<file path="src/hw/rtl/bscs_pkg.sv">
// Package for the brake system initial check sequencer.
// Holds the state encoding, command bits, status codes and the poll and result types.
// Depends on nothing.
package bscs_pkg;

  localparam int unsigned SettleWidth    = 16;
  localparam int unsigned TimeWidth      = 32;
  localparam int unsigned CmdWidth       = 13;
  localparam logic [SettleWidth-1:0] SettleReset = 16'd100;

  typedef enum logic [4:0] {
    ST_WAIT_MISSION   = 5'd0,
    ST_WAIT_ASMS      = 5'd1,
    ST_ARM_EBS        = 5'd2,
    ST_WAIT_RES       = 5'd3,
    ST_CLOSE_SDC      = 5'd4,
    ST_WAIT_SDC_CLOSE = 5'd5,
    ST_STOP_WDG       = 5'd6,
    ST_WAIT_SDC_OPEN  = 5'd7,
    ST_START_WDG      = 5'd8,
    ST_WAIT_SDC_AGAIN = 5'd9,
    ST_WAIT_TSMS      = 5'd10,
    ST_RELEASE_EBS    = 5'd11,
    ST_ENGAGE_SYS1    = 5'd12,
    ST_RELEASE_SYS1   = 5'd13,
    ST_ENGAGE_SYS2    = 5'd14,
    ST_RELEASE_SYS2   = 5'd15,
    ST_ENGAGE_SVC     = 5'd16,
    ST_RELEASE_SVC    = 5'd17,
    ST_PARK_SVC       = 5'd18,
    ST_NOTIFY_APU     = 5'd19,
    ST_COMPLETE       = 5'd20
  } bscs_state_t;

  localparam logic [CmdWidth-1:0] CMD_EBS_ARM     = 13'h0001;
  localparam logic [CmdWidth-1:0] CMD_EBS_RELEASE = 13'h0002;
  localparam logic [CmdWidth-1:0] CMD_SYS1_ON     = 13'h0004;
  localparam logic [CmdWidth-1:0] CMD_SYS1_OFF    = 13'h0008;
  localparam logic [CmdWidth-1:0] CMD_SYS2_ON     = 13'h0010;
  localparam logic [CmdWidth-1:0] CMD_SYS2_OFF    = 13'h0020;
  localparam logic [CmdWidth-1:0] CMD_SVC_ENGAGE  = 13'h0040;
  localparam logic [CmdWidth-1:0] CMD_SVC_DISENG  = 13'h0080;
  localparam logic [CmdWidth-1:0] CMD_SVC_PARK    = 13'h0100;
  localparam logic [CmdWidth-1:0] CMD_SDC_CLOSE   = 13'h0200;
  localparam logic [CmdWidth-1:0] CMD_SDC_OPEN    = 13'h0400;
  localparam logic [CmdWidth-1:0] CMD_WDG_STOP    = 13'h0800;
  localparam logic [CmdWidth-1:0] CMD_WDG_START   = 13'h1000;

  localparam logic [1:0] SVC_DISENGAGED = 2'd0;
  localparam logic [1:0] SVC_ENGAGED    = 2'd1;
  localparam logic [1:0] PRES_ENGAGED   = 2'd1;
  localparam logic [1:0] PRES_RELEASED  = 2'd2;
  localparam logic [3:0] APU_READY      = 4'd2;

  typedef struct packed {
    logic                 auto_mission;
    logic                 asms_on;
    logic                 tsms_on;
    logic                 relay_in;
    logic                 relay_out;
    logic                 ebs_active;
    logic                 system1_on;
    logic                 system2_on;
    logic [1:0]           service_status;
    logic [1:0]           pressure_level;
    logic [3:0]           apu_state;
    logic [TimeWidth-1:0] now_ms;
  } bscs_poll_t;

  typedef struct packed {
    logic [4:0]          check_state;
    logic [CmdWidth-1:0] command_mask;
    logic                failed;
    logic                notify_apu;
    logic                complete;
  } bscs_result_t;

endpackage

</file>
<file path="src/hw/rtl/brake_system_initial_check_sequencer.sv">
// Top level of the brake system initial check sequencer.
// Instantiates bscs_in_stage, bscs_core and bscs_out_stage; depends on bscs_pkg.
//
//   channel  | direction | handshake                    | payload
//   ---------+-----------+------------------------------+------------------------------
//   poll     | in        | poll_valid / poll_ready      | switch, relay, brake, APU, time
//   result   | out       | result_valid / result_ready  | state, commands, flags
//   config   | in        | cfg_write_en (no wait)       | cfg_write_data = settle time
//
// One poll item is taken per clock cycle when the result side keeps up.
// An item waits in the input register while the step logic works on it; the edge on
// which the result register can take the result updates the check state and settle
// timer and loads the result register, which then shows the result item.
// Reset (synchronous, active high) returns the sequence to wait-for-mission, stops the
// settle timer and sets the settle time back to 100 ms.
// While a result is stalled the input register still takes one more item, after which
// poll_ready drops until the result is taken.
module brake_system_initial_check_sequencer import bscs_pkg::*; (
  input  logic                   clk,
  input  logic                   rst,
  input  logic                   cfg_write_en,
  input  logic [SettleWidth-1:0] cfg_write_data,
  input  logic                   poll_valid,
  output logic                   poll_ready,
  input  logic                   auto_mission,
  input  logic                   asms_on,
  input  logic                   tsms_on,
  input  logic                   relay_in,
  input  logic                   relay_out,
  input  logic                   ebs_active,
  input  logic                   system1_on,
  input  logic                   system2_on,
  input  logic [1:0]             service_status,
  input  logic [1:0]             pressure_level,
  input  logic [3:0]             apu_state,
  input  logic [TimeWidth-1:0]   now_ms,
  output logic                   result_valid,
  input  logic                   result_ready,
  output logic [4:0]             check_state,
  output logic [CmdWidth-1:0]    command_mask,
  output logic                   failed,
  output logic                   notify_apu,
  output logic                   complete
);

  logic [SettleWidth-1:0] settle_time_ms;
  bscs_poll_t             poll_in, held;
  bscs_result_t           step_result, result;
  logic                   held_valid, can_load, take;

  // The user must write the settle time register only while the block is idle; the block itself does not enforce this.
  always_ff @(posedge clk) begin
    if (rst) begin
      settle_time_ms <= SettleReset;
    end else if (cfg_write_en) begin
      settle_time_ms <= cfg_write_data;
    end
  end

  always_comb begin
    poll_in.auto_mission   = auto_mission;
    poll_in.asms_on        = asms_on;
    poll_in.tsms_on        = tsms_on;
    poll_in.relay_in       = relay_in;
    poll_in.relay_out      = relay_out;
    poll_in.ebs_active     = ebs_active;
    poll_in.system1_on     = system1_on;
    poll_in.system2_on     = system2_on;
    poll_in.service_status = service_status;
    poll_in.pressure_level = pressure_level;
    poll_in.apu_state      = apu_state;
    poll_in.now_ms         = now_ms;
  end

  // The held item is stepped only when the result register can take its result.
  assign take = held_valid && can_load;

  bscs_in_stage u_in_stage (
    .clk        (clk),
    .rst        (rst),
    .poll_valid (poll_valid),
    .poll_ready (poll_ready),
    .poll_in    (poll_in),
    .take       (take),
    .held_valid (held_valid),
    .held       (held)
  );

  bscs_core u_core (
    .clk            (clk),
    .rst            (rst),
    .take           (take),
    .poll           (held),
    .settle_time_ms (settle_time_ms),
    .result         (step_result)
  );

  bscs_out_stage u_out_stage (
    .clk          (clk),
    .rst          (rst),
    .load         (take),
    .result_in    (step_result),
    .can_load     (can_load),
    .result_valid (result_valid),
    .result_ready (result_ready),
    .result       (result)
  );

  assign check_state  = result.check_state;
  assign command_mask = result.command_mask;
  assign failed       = result.failed;
  assign notify_apu   = result.notify_apu;
  assign complete     = result.complete;

endmodule

</file>
<file path="src/hw/rtl/bscs_in_stage.sv">
// Input register of the sequencer: captures one poll item and holds it until the core takes it.
// Depends on bscs_pkg.
module bscs_in_stage import bscs_pkg::*; (
  input  logic       clk,
  input  logic       rst,
  input  logic       poll_valid,
  output logic       poll_ready,
  input  bscs_poll_t poll_in,
  input  logic       take,
  output logic       held_valid,
  output bscs_poll_t held
);

  assign poll_ready = !held_valid || take;

  always_ff @(posedge clk) begin
    if (rst) begin
      held_valid <= 1'b0;
    end else if (poll_ready) begin
      held_valid <= poll_valid;
    end
  end

  always_ff @(posedge clk) begin
    if (poll_valid && poll_ready) begin
      held <= poll_in;
    end
  end

endmodule

</file>
<file path="src/hw/rtl/bscs_core.sv">
// Sequencer core: check state, settle timer and the one-poll step logic.
// Depends on bscs_pkg.
module bscs_core import bscs_pkg::*; (
  input  logic                   clk,
  input  logic                   rst,
  input  logic                   take,
  input  bscs_poll_t             poll,
  input  logic [SettleWidth-1:0] settle_time_ms,
  output bscs_result_t           result
);

  bscs_state_t          seq_state, seq_state_next, base_state;
  logic [TimeWidth-1:0] timer_start, timer_start_next, elapsed;
  logic                 timer_running, timer_running_next;
  logic                 fail, timed, settled;
  logic [CmdWidth-1:0]  cmd;
  logic [4:0]           s_code;

  assign s_code = seq_state;

  // Safety checks that depend on the current state.
  always_comb begin
    fail = 1'b0;
    if (s_code > ST_WAIT_MISSION && s_code < ST_COMPLETE) begin
      priority if (!poll.asms_on || !poll.auto_mission) begin
        fail = 1'b1;
      end else if (s_code > ST_WAIT_TSMS) begin
        fail = !poll.tsms_on;
      end else if (s_code == ST_WAIT_TSMS) begin
        fail = !poll.relay_out;
      end else if (s_code > ST_WAIT_RES) begin
        fail = !poll.relay_in;
      end else begin
        fail = 1'b0;
      end
    end
    base_state = fail ? ST_WAIT_MISSION : seq_state;
  end

  // Settle timer: a stopped timer restarts at the current time.
  always_comb begin
    timed = (base_state >= ST_RELEASE_EBS) && (base_state <= ST_RELEASE_SVC);
    timer_start_next = timer_running ? timer_start : poll.now_ms;
    elapsed = poll.now_ms - timer_start_next;
    settled = elapsed >= {{(TimeWidth-SettleWidth){1'b0}}, settle_time_ms};
    timer_running_next = timed ? !settled : timer_running;
  end

  always_comb begin
    seq_state_next = base_state;
    cmd = fail ? (CMD_EBS_ARM | CMD_SDC_OPEN) : '0;
    unique case (base_state)
      ST_WAIT_MISSION:   if (poll.auto_mission) seq_state_next = ST_WAIT_ASMS;
      ST_WAIT_ASMS:      if (poll.asms_on) seq_state_next = ST_ARM_EBS;
      ST_ARM_EBS: begin
        cmd = cmd | CMD_EBS_ARM;
        seq_state_next = ST_WAIT_RES;
      end
      ST_WAIT_RES:       if (poll.relay_in) seq_state_next = ST_CLOSE_SDC;
      ST_CLOSE_SDC: begin
        cmd = cmd | CMD_SDC_CLOSE;
        seq_state_next = ST_WAIT_SDC_CLOSE;
      end
      ST_WAIT_SDC_CLOSE: if (poll.relay_out) seq_state_next = ST_STOP_WDG;
      ST_STOP_WDG: begin
        cmd = cmd | CMD_WDG_STOP;
        seq_state_next = ST_WAIT_SDC_OPEN;
      end
      ST_WAIT_SDC_OPEN:  if (!poll.relay_out) seq_state_next = ST_START_WDG;
      ST_START_WDG: begin
        cmd = cmd | CMD_WDG_START;
        seq_state_next = ST_WAIT_SDC_AGAIN;
      end
      ST_WAIT_SDC_AGAIN: if (poll.relay_out) seq_state_next = ST_WAIT_TSMS;
      ST_WAIT_TSMS:      if (poll.tsms_on) seq_state_next = ST_RELEASE_EBS;
      ST_RELEASE_EBS: begin
        if (poll.ebs_active) cmd = cmd | CMD_EBS_RELEASE | CMD_SVC_DISENG;
        if (settled && poll.pressure_level == PRES_RELEASED) seq_state_next = ST_ENGAGE_SYS1;
      end
      ST_ENGAGE_SYS1: begin
        if (!poll.system1_on) cmd = cmd | CMD_SYS1_ON;
        if (settled && poll.pressure_level == PRES_ENGAGED) seq_state_next = ST_RELEASE_SYS1;
      end
      ST_RELEASE_SYS1: begin
        if (poll.system1_on) cmd = cmd | CMD_SYS1_OFF;
        if (settled && poll.pressure_level == PRES_RELEASED) seq_state_next = ST_ENGAGE_SYS2;
      end
      ST_ENGAGE_SYS2: begin
        if (!poll.system2_on) cmd = cmd | CMD_SYS2_ON;
        if (settled && poll.pressure_level == PRES_ENGAGED) seq_state_next = ST_RELEASE_SYS2;
      end
      ST_RELEASE_SYS2: begin
        if (poll.system2_on) cmd = cmd | CMD_SYS2_OFF;
        if (settled && poll.pressure_level == PRES_RELEASED) seq_state_next = ST_ENGAGE_SVC;
      end
      ST_ENGAGE_SVC: begin
        if (poll.service_status != SVC_ENGAGED) cmd = cmd | CMD_SVC_ENGAGE;
        if (settled && poll.pressure_level == PRES_ENGAGED) seq_state_next = ST_RELEASE_SVC;
      end
      ST_RELEASE_SVC: begin
        if (poll.service_status != SVC_DISENGAGED) cmd = cmd | CMD_SVC_DISENG;
        if (settled && poll.pressure_level == PRES_RELEASED) seq_state_next = ST_PARK_SVC;
      end
      ST_PARK_SVC: begin
        cmd = cmd | CMD_SVC_PARK;
        seq_state_next = ST_NOTIFY_APU;
      end
      ST_NOTIFY_APU:     if (poll.apu_state == APU_READY) seq_state_next = ST_COMPLETE;
      default: ;
    endcase
  end

  always_ff @(posedge clk) begin
    if (rst) begin
      seq_state     <= ST_WAIT_MISSION;
      timer_start   <= '0;
      timer_running <= 1'b0;
    end else if (take) begin
      seq_state <= seq_state_next;
      if (timed) begin
        timer_start   <= timer_start_next;
        timer_running <= timer_running_next;
      end
    end
  end

  always_comb begin
    result.check_state  = seq_state_next;
    result.command_mask = cmd;
    result.failed       = fail;
    result.notify_apu   = (seq_state_next == ST_NOTIFY_APU);
    result.complete     = (seq_state_next == ST_COMPLETE);
  end

endmodule

</file>
<file path="src/hw/rtl/bscs_out_stage.sv">
// Result register of the sequencer: holds one result item until the consumer takes it.
// Depends on bscs_pkg.
module bscs_out_stage import bscs_pkg::*; (
  input  logic         clk,
  input  logic         rst,
  input  logic         load,
  input  bscs_result_t result_in,
  output logic         can_load,
  output logic         result_valid,
  input  logic         result_ready,
  output bscs_result_t result
);

  assign can_load = !result_valid || result_ready;

  always_ff @(posedge clk) begin
    if (rst) begin
      result_valid <= 1'b0;
    end else if (can_load) begin
      result_valid <= load;
    end
  end

  always_ff @(posedge clk) begin
    if (load) begin
      result <= result_in;
    end
  end

endmodule

</file>
<file path="config.mk">
export PLATFORM = sky130hd
export DESIGN_NAME = brake_system_initial_check_sequencer
export DESIGN_NICKNAME = d
export VERILOG_FILES = /design/src/hw/rtl/bscs_pkg.sv /design/src/hw/rtl/brake_system_initial_check_sequencer.sv /design/src/hw/rtl/bscs_in_stage.sv /design/src/hw/rtl/bscs_core.sv /design/src/hw/rtl/bscs_out_stage.sv
export SDC_FILE = /design/constraint.sdc
export NUM_CORES = 1
export LEC_CHECK = 0
export BUFFER_PORTS_ARGS = -buffer_cell sky130_fd_sc_hd__buf_2
export CORE_MARGIN = 2
export CORE_UTILIZATION = 45
export CTS_BUF_LIST = sky130_fd_sc_hd__clkbuf_8
export DETAILED_ROUTE_END_ITERATION = 6
export RECOVER_POWER = 100
export SETUP_SLACK_MARGIN = 0.02
export SLEW_MARGIN = 0
export SYNTH_ARGS = -nofsm -noshare
export SYNTH_HDL_FRONTEND = slang
export SYNTH_SLANG_ARGS = --single-unit
export TNS_END_PERCENT = 100
</file>
<file path="constraint.sdc">
create_clock -name clk -period 7.99 [get_ports clk]
set_clock_uncertainty 0.05 [all_clocks]
set_input_delay 1.598 -clock clk [delete_from_list [all_inputs] [get_ports clk]]
set_output_delay 1.598 -clock clk [all_outputs]
set_load 0.01 [all_outputs]
</file>
==> results by group, run 1 <==
Run status
  • Status: finished, violations left
  • Failing checks: max-capacitance violations, max-slew violations

Power
  • Sequential share of power: 0.436
  • Sw frac: 0.2902
  • Worst vdd ir: 119.4 µV
  • Psw: 0.4768 mW
  • P_int: 1.166 mW
  • Tot Pwr: 1.643 mW
  • Power density over the cells: 193.0 nW/µm²
  • Logic pwr share: 0.193
  • LEAKAGE: 3.176 nW
  • Clock power frac: 0.370

Worst setup path
  • Critical R2R Launch: u_core.timer_running
  • Buf+Inv Stages, Crit Path: 0
  • Worst path cell trace: o21ai_0, ha_1, fa_1, nor2b_1, o2111ai_4, nand2_1, and2_0, o21a_1, nor2_1, xnor2_1, ha_1, nand4_1, nor2_1, a211oi_1, a2bb2oi_1, o211ai_1, a211oi_2, and4_1, nand3_1, mux2i_1, nand2_1, nor4_1
  • Worst path arrival time: 6.68 ns
  • R2r setup slk: 1.52 ns
  • Worst reg2reg endpoint: u_out_stage.result[0]
  • CP endpoint: u_out_stage.result[0]
  • Cell depth of the worst flop-to-flop path: 22
  • CP startpoint kind: flip-flop
  • Crit path kind: reg2reg
  • Worst Path Max Fanout: 35
  • Worst path max stage delay: 1.72 ns
  • Critical path depth in cells: 22
  • CP max stage cell: dfxtp_1
  • CP endpoint kind: flip-flop
  • WP data required: 8.20 ns
  • Delay-heaviest family, CP: flip-flops
  • Worst setup path start: u_core.timer_running

Logic synthesis
  • Asr flop ratio synth: 0
  • Primary FF master, synth: edfxtp_1
  • Ranking of synthesized cells by area: edfxtp_1 (27%), dfxtp_1 (15%), ha_1 (8.1%)
  • Synth Net Count: 925
  • Top cell type by total area after synthesis: edfxtp_1
  • FF+latch count, synth: 124
  • Syn avg cell area: 9.424 µm²
  • Post-synth EDFFs: 68
  • Post-Syn Instances: 806
  • Synth warn: 0
  • Sequential share of the synthesized area: 0.4164
  • Syn Std Cell Area: 7596 µm²
  • Library cells used by synthesis: 75
  • Yosys top cell area share: 0.2688

Die
  • Starting Density: 0.4597
  • Die Area: 17,940 µm²
  • Die height: 133.9 µm
  • IO Pins: 92
  • Die Width: 133.9 µm
  • Core area: 16,520 µm²
  • Num rows: 47

Clock network
  • # resized after CTS: 0
  • Root Driver: clkbuf_8
  • CTS clk-pin slew, worst paths: 0.09 ns
  • Setup Fix Bufs, Post-CTS: 0
  • Cts hold-fix bufs: 0
  • Cts bufs inserted: 17
  • CTS tree: yes
  • Clock buffer depth: 2
  • Clk sinks: 124
  • Worst-Skew Late Latency: 0.46 ns
  • H-tree Lvls: 4

Final layout
  • Nets: 993
  • Most common cell after layout, fill and taps aside: nor2_1
  • Share of cells above drive strength 1: 0.1375
  • Fill cell count: 1,504
  • Most frequent cells in the layout: nor2_1 (100), buf_2 (68), edfxtp_1 (68)
  • Final core occ: 0.5153
  • Layout area overhead: 12.11%
  • Antenna diode count: 0

Route
  • Vias per inst: 5.704
  • Via Count: 6,314
  • DRC viols: 0
  • Drt first pass iters: 5
  • Initial detailed-routing violation count: 524
  • Routed Antenna Nets: 0
  • Wire length per cell: 17.03 µm
  • Total Wirelength: 18,850 µm

Timing
  • Max Slew Vio Count: 204
  • Final setup margin: 1.518 ns
  • RSZ-0062 raised after global routing: false
  • Fin crit share: 0.8100
  • Final setup violation count: 0
  • Slew @ Worst Pin: 2.874 ns
  • Slew HR: -0.9162
  • Min Tclk post-route: 6.472 ns
  • Setup TNS: 0 ns
  • Final hold vios: 0
  • Fmax: 0.1545 GHz
  • Minimum hold slack: 0.4442 ns

Global route
  • GRT Residual Overflow: 0
  • Vias in the first global route: 6,206
  • Initial antenna violation count: 0
  • First-pass GRT wire length: 30,830 µm
  • Largest net degree at the start of global routing: 55
  • GRT Total Usage: 0.2147

Place
  • GPL Wtd Cong: 0.9498
  • Placed wire-length estimate: 13,680 µm
  • Count of input and output buffers: 91
  • Pre-CTS setup slack: 2.450 ns

Worst hold path
  • Tightest Hold Check Type: reg2reg

Flow run
  • Maximum Capacitance Violations: 5
power by group through the flow:
| stage | Sequential (mW) | Combinational (mW) | Clock (mW) |
|---|---|---|---|
| 2_1_floorplan | 0.726 | 0.237 | 0 |
| 3_3_place_gp | 0.730 | 0.313 | 0 |
| 3_5_place_dp | 0.730 | 0.319 | 0 |
| 4_1_cts | 0.716 | 0.321 | 0.621 |
| 5_1_grt | 0.720 | 0.355 | 0.650 |
| 6_report | 0.717 | 0.318 | 0.608 |
worst min-delay path by stage:
stage,start,to,slack (ns),depth (start not counted)
floorplan,u_core.timer_start[0],u_core.timer_start[0],0.41,2
global placement,settle_time_ms[1],settle_time_ms[1],0.43,2
detailed placement,settle_time_ms[4],settle_time_ms[4],0.44,2
CTS,u_core.timer_start[24],u_core.timer_start[24],0.45,2
global route,u_core.timer_start[17],u_core.timer_start[17],0.46,2
finish,settle_time_ms[2],settle_time_ms[2],0.44,2
worst min-delay path: stages, from the launching register on:
cell and delay, ns:
dfxtp_1 0.30, inv_1 0.07, o211ai_1 0.08
state kept, by name, indices dropped and copies added, names as in the netlist:
name / cells
u_in_stage.held_valid: 1
u_core.s_code: 5
u_out_stage.result: 20
u_in_stage.held: 48
settle_time_ms: 16
u_core.timer_running: 1
u_core.timer_start: 32
u_out_stage.result_valid: 1
synth_stat cells (4+ instances only):
| library cell | instances |
|---|---|
| or3_1 | 7 |
| o21ai_1 | 6 |
| nor3b_1 | 4 |
| o21a_1 | 10 |
| a31oi_1 | 11 |
| o211a_1 | 4 |
| nand2_1 | 62 |
| dfxtp_1 | 56 |
| a21oi_2 | 6 |
| xnor2_1 | 18 |
| and4_1 | 6 |
| a211oi_1 | 37 |
| edfxtp_1 | 68 |
| inv_1 | 32 |
| nor2b_1 | 7 |
| o211ai_1 | 11 |
| mux2i_1 | 51 |
| and3_1 | 6 |
| ha_1 | 49 |
| clkbuf_1 | 31 |
| o22ai_1 | 6 |
| and2_1 | 4 |
| nor4_1 | 4 |
| nand4_1 | 13 |
| a21oi_1 | 51 |
| o21ai_0 | 29 |
| nand2b_1 | 14 |
| a21o_1 | 5 |
| buf_4 | 4 |
| nor2_1 | 100 |
| nor3_1 | 13 |
| nand3_1 | 13 |
| buf_2 | 10 |
| xor2_1 | 5 |
through the flow:
step | instances | cell area, µm²
after floorplan | 806 | 7596
after global placement | 1075 | 8157
after detailed placement | 1075 | 8157
after CTS | 1107 | 8586
after global routing | 1107 | 8516
final | 1107 | 8516
area by class of cell:
| type | count | area (µm²) | share of cell area |
|---|---|---|---|
| Inverter | 33 | 123.9 | 0.01455 |
| Tap cell | 220 | 275.3 | 0.03232 |
| Multi-Input combinational cell | 602 | 4075 | 0.4785 |
| Clock buffer | 17 | 234.0 | 0.02748 |
| Sequential cell | 124 | 3163 | 0.3714 |
| Clock inverter | 15 | 195.2 | 0.02292 |
| Timing Repair Buffer | 96 | 449.2 | 0.05275 |
layer usage:
layer / GRT usage / vias up / wire length, µm
met5: 0 / - / 0
met4: 0.08688 / 0 / 473
met3: 0.04044 / 33 / 710
met2: 0.3667 / 134 / 9158
met1: 0.2677 / 3047 / 8506
li1: - / 3100 / -
kinds of logic (layout without fill, tap and decap cells):
family | after synthesis | after routing | synth area share
buffers and inverters | 80 | 161 | 0.04431
AO/OA/AOI/OAI | 208 | 208 | 0.1873
adder cells (fa/ha/maj) | 50 | 50 | 0.08335
AND/OR/NAND/NOR | 269 | 269 | 0.1734
XOR/XNOR | 23 | 23 | 0.02652
multiplexers | 52 | 52 | 0.06869
flip-flops | 124 | 124 | 0.4164
Note: power is estimated with default switching activity, not from simulation.
==> run 2: changes to the inputs <==
clock period = 6.4 ns   (was 7.99 ns; I/O delays follow)
==> run 2 against run 1 <==
  * The flow still finishes with violations (max-capacitance violations, max-slew violations)
  * Sequential power increased by 25%
  * Cell count is the same
  * Core utilization decreased by 0.58 points
  * Die area unchanged
  * Critical path depth shrank 1
  * Setup slack got worse by 0.53 ns
  * Global-route usage shrank 0.13 points
  * Non-clock buffer count did not move
  * Register-to-register slack worse by 0.53 ns
==> results by group, run 2 (synthesis results as in run 1) <==
Worst setup path
  • Worst path cell trace: o21ai_0, ha_1, fa_1, nor2b_1, o2111ai_1, a21oi_1, o21ai_0, nand2_1, xor2_1, ha_1, nand2_1, o21ai_0, nor2_1, and4_1, o211ai_1, a211oi_2, and4_1, nand3_1, mux2i_1, nand2_1, nor4_1
  • Worst path arrival time: 5.62 ns (-1.06 ns)
  • Cell depth of the worst flop-to-flop path: 21 (-4.5%)
  • CP max stage cell: dfxtp_2
  • WP data required: 6.61 ns (-1.59 ns)
  • Worst reg2reg endpoint: u_out_stage.result[0]
  • Buf+Inv Stages, Crit Path: 0 (unchanged)
  • Worst Path Max Fanout: 18 (-49%)
  • Delay-heaviest family, CP: simple AND/OR/NAND/NOR gates
  • Critical R2R Launch: u_core.timer_running
  • CP startpoint kind: flip-flop
  • Crit path kind: reg2reg
  • R2r setup slk: 0.99 ns (-0.53 ns)
  • CP endpoint kind: flip-flop
  • Worst path max stage delay: 0.71 ns (-1.01 ns)

Power
  • Power density over the cells: 228.6 nW/µm² (+18%)
  • Worst vdd ir: 128.8 µV (+7.9%)
  • Tot Pwr: 1.925 mW (+17%)
  • LEAKAGE: 3.148 nW (-0.86%)

Timing
  • Min Tclk post-route: 5.411 ns (-1.061 ns)
  • Final hold vios: 0 (unchanged)
  • Fmax: 0.1848 GHz (+20%)
  • Slew @ Worst Pin: 2.847 ns (-0.02710 ns)
  • RSZ-0062 raised after global routing: false
  • Max Slew Vio Count: 147 (-28%)
  • Fin crit share: 0.8454 (+0.03539)
  • Setup TNS: 0 ns (unchanged)
  • Final setup violation count: 0 (unchanged)
  • Slew HR: -0.8981 (+0.01807)

Final layout
  • Max reg flops: 48 (unchanged)
  • Design area: 8421 µm² (-1.1%)
  • Most frequent cells in the layout: nor2_1 (100), edfxtp_1 (68), buf_2 (67)
  • Layout Cells excl Fill: 1,107 (unchanged)
  • Final core occ: 0.5096 (-0.005755)
  • Nets: 993 (unchanged)
  • Most common cell after layout, fill and taps aside: nor2_1
  • Top Registers: u_in_stage.held: 48 flops, u_core.timer_start: 32 flops, u_out_stage.result: 20 flops
  • Share of cells above drive strength 1: 0.1353 (-0.002255)
  • Layout area overhead: 10.85%
  • Largest Register: u_in_stage.held
  • Antenna diode count: 0 (unchanged)

Global route
  • GRT Max-Usage Layer: met2
  • Initial antenna violation count: 0 (unchanged)
  • Grt met1 use: 0.2727 (+0.005042)
  • Largest net degree at the start of global routing: 55 (unchanged)
  • GRT Residual Overflow: 0 (unchanged)
  • Vias in the first global route: 6,063 (-2.3%)
  • GRT Total Usage: 0.2134 (-0.001265)
  • First-pass GRT wire length: 30,380 µm (-1.5%)
  • GR Layer Usage met2: 0.3578 (-0.008832)
  • GR Util met3: 0.04497 (+0.004535)

Clock network
  • CTS tree: yes
  • Worst-Skew Late Latency: 0.45 ns (about the same)
  • Clk sinks: 124 (unchanged)
  • Cts hold-fix bufs: 0 (unchanged)
  • # resized after CTS: 0 (unchanged)
  • Root Driver: clkbuf_8
  • Clock buffer depth: 2 (unchanged)
  • CTS clk-pin slew, worst paths: 0.07 ns (-0.02 ns)
  • H-tree Lvls: 4 (unchanged)
  • Setup Fix Bufs, Post-CTS: 0 (unchanged)
  • Cts bufs inserted: 17 (unchanged)

Place
  • Post-place instance area: 8157 µm² (unchanged)
  • GPL Wtd Cong: 0.9295 (-2.1%)
  • Placed cell count: 1,075 (unchanged)
  • Count of input and output buffers: 91 (unchanged)
  • Placed wire-length estimate: 13,740 µm (+0.39%)

Die
  • Core area: 16,520 µm² (unchanged)
  • Die Area: 17,940 µm² (unchanged)
  • Die Width: 133.9 µm (unchanged)
  • Starting Density: 0.4597 (unchanged)
  • IO Pins: 92 (unchanged)
  • Num rows: 47 (unchanged)
  • Die height: 133.9 µm (unchanged)

Worst hold path
  • Hold worst-path end: u_core.timer_start[5]
  • Tightest Hold Check Type: reg2reg
  • Hold wc startpoint: u_core.timer_start[5]
  • WHS Path Cells: 2 (unchanged)

Run status
  • Failing checks: max-capacitance violations, max-slew violations
  • Status: finished, violations left

Flow run
  • Maximum Capacitance Violations: 3 (-2)

Route
  • Wire length per cell: 17.02 µm (about the same)
  • Vias per inst: 5.588 (-2.0%)
  • DRC viols: 0 (unchanged)
  • Total Wirelength: 18,840 µm (about the same)
  • Routed Antenna Nets: 0 (unchanged)
  • Initial detailed-routing violation count: 439 (-16%)
  • Drt first pass iters: 5 (unchanged)
  • Via Count: 6,186 (-2.0%)
-- run 2: final cells by class --
class | instances | area, µm²
Clock buffer | 18 | 247.7
Clock inverter | 14 | 107.6
Fill cell | 1589 | 8104
Inverter | 33 | 123.9
Multi-Input combinational cell | 602 | 4054
Sequential cell | 124 | 3164
Tap cell | 220 | 275.3
Timing Repair Buffer | 96 | 447.9
-- run 2: worst max-delay path by stage --
stage / startpoint / to / depth (start not counted)
2_1_floorplan: u_core.timer_running / u_out_stage.result[0] / 23
3_3_place_gp: u_core.timer_running / u_out_stage.result[0] / 21
3_5_place_dp: u_core.timer_running / u_out_stage.result[0] / 21
4_1_cts: u_core.timer_running / u_out_stage.result[0] / 21
5_1_grt: u_core.timer_running / u_out_stage.result[0] / 20
6_report: u_core.timer_running / u_out_stage.result[0] / 21
-- run 2: metal layers --
layer | share of wire | vias up
met2 | 0.48 | 169
met3 | 0.044 | 37
met4 | 0.022 | 0
li1 | - | 3096
met1 | 0.45 | 2884
met5 | 0 | -
-- run 2: metrics by stage --
step,setup WS [ns],hold slack (ns)
after floorplan,1.493,0.4102
after global routing,0.4800,0.4681
after global placement,1.362,0.4273
after CTS,1.155,0.4510
final,0.9892,0.4484
after detailed placement,1.209,0.4368
-- run 2: worst min-delay path: stages, from the launching register on --
cell	delay [ns]
dfxtp_1	0.31
nor2_1	0.09
a211oi_1	0.05
-- run 2: power by group --
| group | total (mW) | switching, mW | internal (mW) |
|---|---|---|---|
| registers | 0.898 | 0.0228 | 0.875 |
| clock network | 0.634 | 0.324 | 0.310 |
| logic | 0.393 | 0.237 | 0.156 |
| total | 1.92 | 0.584 | 1.34 |
==> run 3: changes to the inputs <==
clock period = 5.1 ns   (was 6.4 ns; I/O delays follow)
==> run 3 against run 2 <==
  * The flow still finishes with violations (max-capacitance violations, max-slew violations)
  * Register-to-register slack got worse by 0.68 ns
  * Flip-flop and latch count did not move
  * Sequential power rose by 25%
  * Clock-buffer cell count fell by 1
  * Core utilization rose by 1.4 points
  * Sequential share of layout area fell by 0.96 points
  * First-iteration DRC count rose by 9.8%
  * Via count rose by 2.6%
  * Cell count rose by 0.81%
  * Critical endpoint unchanged
  * Largest cell class unchanged
  * Highest routed layer unchanged
==> results by group, run 3 (synthesis results as in run 1) <==
Die
  • Starting Density: 0.4597 (unchanged)
  • Die height: 133.9 µm (unchanged)
  • IO Pins: 92 (unchanged)
  • Die Width: 133.9 µm (unchanged)
  • Num rows: 47 (unchanged)
  • Core area: 16,520 µm² (unchanged)
  • Die Area: 17,940 µm² (unchanged)

Final layout
  • Layout area overhead: 13.84%
  • Final core occ: 0.5233 (+0.01371)
  • Most common cell after layout, fill and taps aside: nor2_1
  • Largest Register: u_in_stage.held
  • Top Registers: u_in_stage.held: 48 flops, u_core.timer_start: 32 flops, u_out_stage.result: 20 flops
  • Nets: 1,002 (+0.91%)
  • Antenna diode count: 0 (unchanged)
  • Design area: 8647 µm² (+2.7%)
  • Max reg flops: 48 (unchanged)
  • Layout Cells excl Fill: 1,116 (+0.81%)
  • Fill cell count: 1,534 (-3.5%)
  • Share of cells above drive strength 1: 0.1618 (+0.02654)
  • Most frequent cells in the layout: nor2_1 (100), edfxtp_1 (68), buf_2 (66)

Place
  • Pre-CTS setup slack: 0.1451 ns (-1.064 ns)
  • GPL Wtd Cong: 0.9418 (+1.3%)
  • Placed cell count: 1,079 (+0.37%)
  • Post-place instance area: 8199 µm² (+0.52%)
  • Placed wire-length estimate: 13,780 µm (+0.32%)
  • Count of input and output buffers: 91 (unchanged)

Clock network
  • CTS clk-pin slew, worst paths: 0.08 ns (about the same)
  • CTS tree: yes
  • H-tree Lvls: 4 (unchanged)
  • Cts hold-fix bufs: 0 (unchanged)
  • Clock buffer depth: 2 (unchanged)
  • Clk sinks: 124 (unchanged)
  • Root Driver: clkbuf_8
  • Worst-Skew Late Latency: 0.45 ns (about the same)
  • Cts bufs inserted: 17 (unchanged)

Global route
  • Largest net degree at the start of global routing: 55 (unchanged)
  • GRT Total Usage: 0.2170 (+0.003597)
  • GRT Residual Overflow: 0 (unchanged)
  • First-pass GRT wire length: 30,980 µm (+2.0%)
  • Initial antenna violation count: 0 (unchanged)
  • Vias in the first global route: 6,252 (+3.1%)

Timing
  • Fmax: 0.2088 GHz (+13%)
  • Final setup violation count: 0 (unchanged)
  • Fin crit share: 0.9389 (+0.09350)
  • Min Tclk post-route: 4.789 ns (-0.6222 ns)
  • Final hold vios: 0 (unchanged)
  • Minimum hold slack: 0.4479 ns (-0.0005260 ns)
  • Setup TNS: 0 ns (unchanged)
  • Final setup margin: 0.3114 ns (-0.6778 ns)
  • Max Slew Vio Count: 49 (-67%)
  • RSZ-0062 raised after global routing: false
  • Slew HR: -0.9234 (-0.02530)
  • Slew @ Worst Pin: 2.885 ns (+0.03795 ns)

Power
  • Worst vdd ir: 175.5 µV (+36%)
  • Tot Pwr: 2.560 mW (+33%)
  • LEAKAGE: 3.233 nW (+2.7%)
  • Power density over the cells: 296.0 nW/µm² (+30%)

Worst hold path
  • Hold worst-path end: settle_time_ms[5]
  • Tightest Hold Check Type: reg2reg
  • Hold wc startpoint: settle_time_ms[5]
  • WHS Path Cells: 2 (unchanged)

Worst setup path
  • Worst Path Max Fanout: 17 (-1)
  • WP data required: 5.32 ns (-1.29 ns)
  • Crit path kind: reg2reg
  • Cell depth of the worst flop-to-flop path: 21 (unchanged)
  • CP endpoint kind: flip-flop
  • R2r setup slk: 0.31 ns (-0.68 ns)
  • Worst reg2reg endpoint: u_out_stage.result[0]
  • Worst path arrival time: 5.01 ns (-0.61 ns)
  • CP startpoint kind: flip-flop
  • Critical R2R Launch: u_core.timer_running

Route
  • Wire length per cell: 16.94 µm (-0.44%)
  • Via Count: 6,348 (+2.6%)
  • Vias per inst: 5.688 (+1.8%)
  • Total Wirelength: 18,910 µm (+0.37%)
  • Initial detailed-routing violation count: 482 (+9.8%)
  • DRC viols: 0 (unchanged)
  • Drt first pass iters: 5 (unchanged)
  • Routed Antenna Nets: 0 (unchanged)

Run status
  • Failing checks: max-capacitance violations, max-slew violations
  • Status: finished, violations left

Flow run
  • Maximum Capacitance Violations: 1 (-2)
==> run 3: cell types whose count changed in the layout (fill, tap and decap cells not counted), moves of 3 or more <==
cell and delta:
ha_2 +4, ha_1 -4, mux2i_2 +3, mux2i_1 -4
bufinv_16 +3, buf_4 +10
==> run 3: what timing repair did <==
action,4_1_cts,5_1_grt
endpoints found under the setup margin,0,11
buffers inserted,0,5
resized for setup,0,19
==> run 3: per-layer routing <==
layer	track usage	wire length (µm)	part of all wire
met1	0.2782	8322	0.44
met2	0.3632	9342	0.49
met3	0.04800	954	0.050
met4	0.07447	289	0.015
met5	0	0	0
==> run 3: worst max-delay path by stage <==
stage | startpoint | to | slack, ns | depth (start not counted)
after floorplan | u_core.timer_running | u_out_stage.result[0] | 0.19 | 23
after global placement | u_core.timer_running | u_out_stage.result[0] | 0.28 | 20
after detailed placement | u_core.timer_running | u_out_stage.result[0] | 0.15 | 21
after CTS | u_core.timer_running | u_out_stage.result[0] | 0.12 | 21
after global routing | u_core.timer_running | u_out_stage.result[0] | 0.02 | 21
final | u_core.timer_running | u_out_stage.result[0] | 0.31 | 21
==> run 3: cell type report <==
type | instances | area [µm²] | share of cell area
Timing Repair Buffer | 105 | 518.0 | 0.05990
Clock buffer | 17 | 234.0 | 0.02706
Multi-Input combinational cell | 602 | 4148 | 0.4797
Sequential cell | 124 | 3167 | 0.3662
Inverter | 33 | 123.9 | 0.01433
Tap cell | 220 | 275.3 | 0.03183
Clock inverter | 15 | 181.4 | 0.02098
==> run 3: critical path, stage by stage (launching register included) <==
cell,delay [ns]
dfxtp_4,0.39
buf_4,0.18
buf_4,0.30
mux2i_1,0.15
ha_2,0.43
nand2_1,0.09
or3_1,0.36
a21oi_2,0.24
nor3b_1,0.10
xnor2_1,0.25
ha_1,0.20
a21oi_1,0.06
o21ai_0,0.23
nor2_1,0.06
and4_1,0.19
o211ai_1,0.24
a211oi_2,0.05
and4_2,0.24
and3_2,0.21
o32ai_1,0.19
a22oi_2,0.16
nor4_2,0.22
==> run 3: power breakdown <==
part | leakage (nW) | switching [mW] | total [mW] | internal, mW
registers | 1.12 | 0.0260 | 1.12 | 1.10
clock network | 0.219 | 0.404 | 0.927 | 0.523
logic | 1.90 | 0.305 | 0.509 | 0.204
total | 3.23 | 0.735 | 2.56 | 1.82
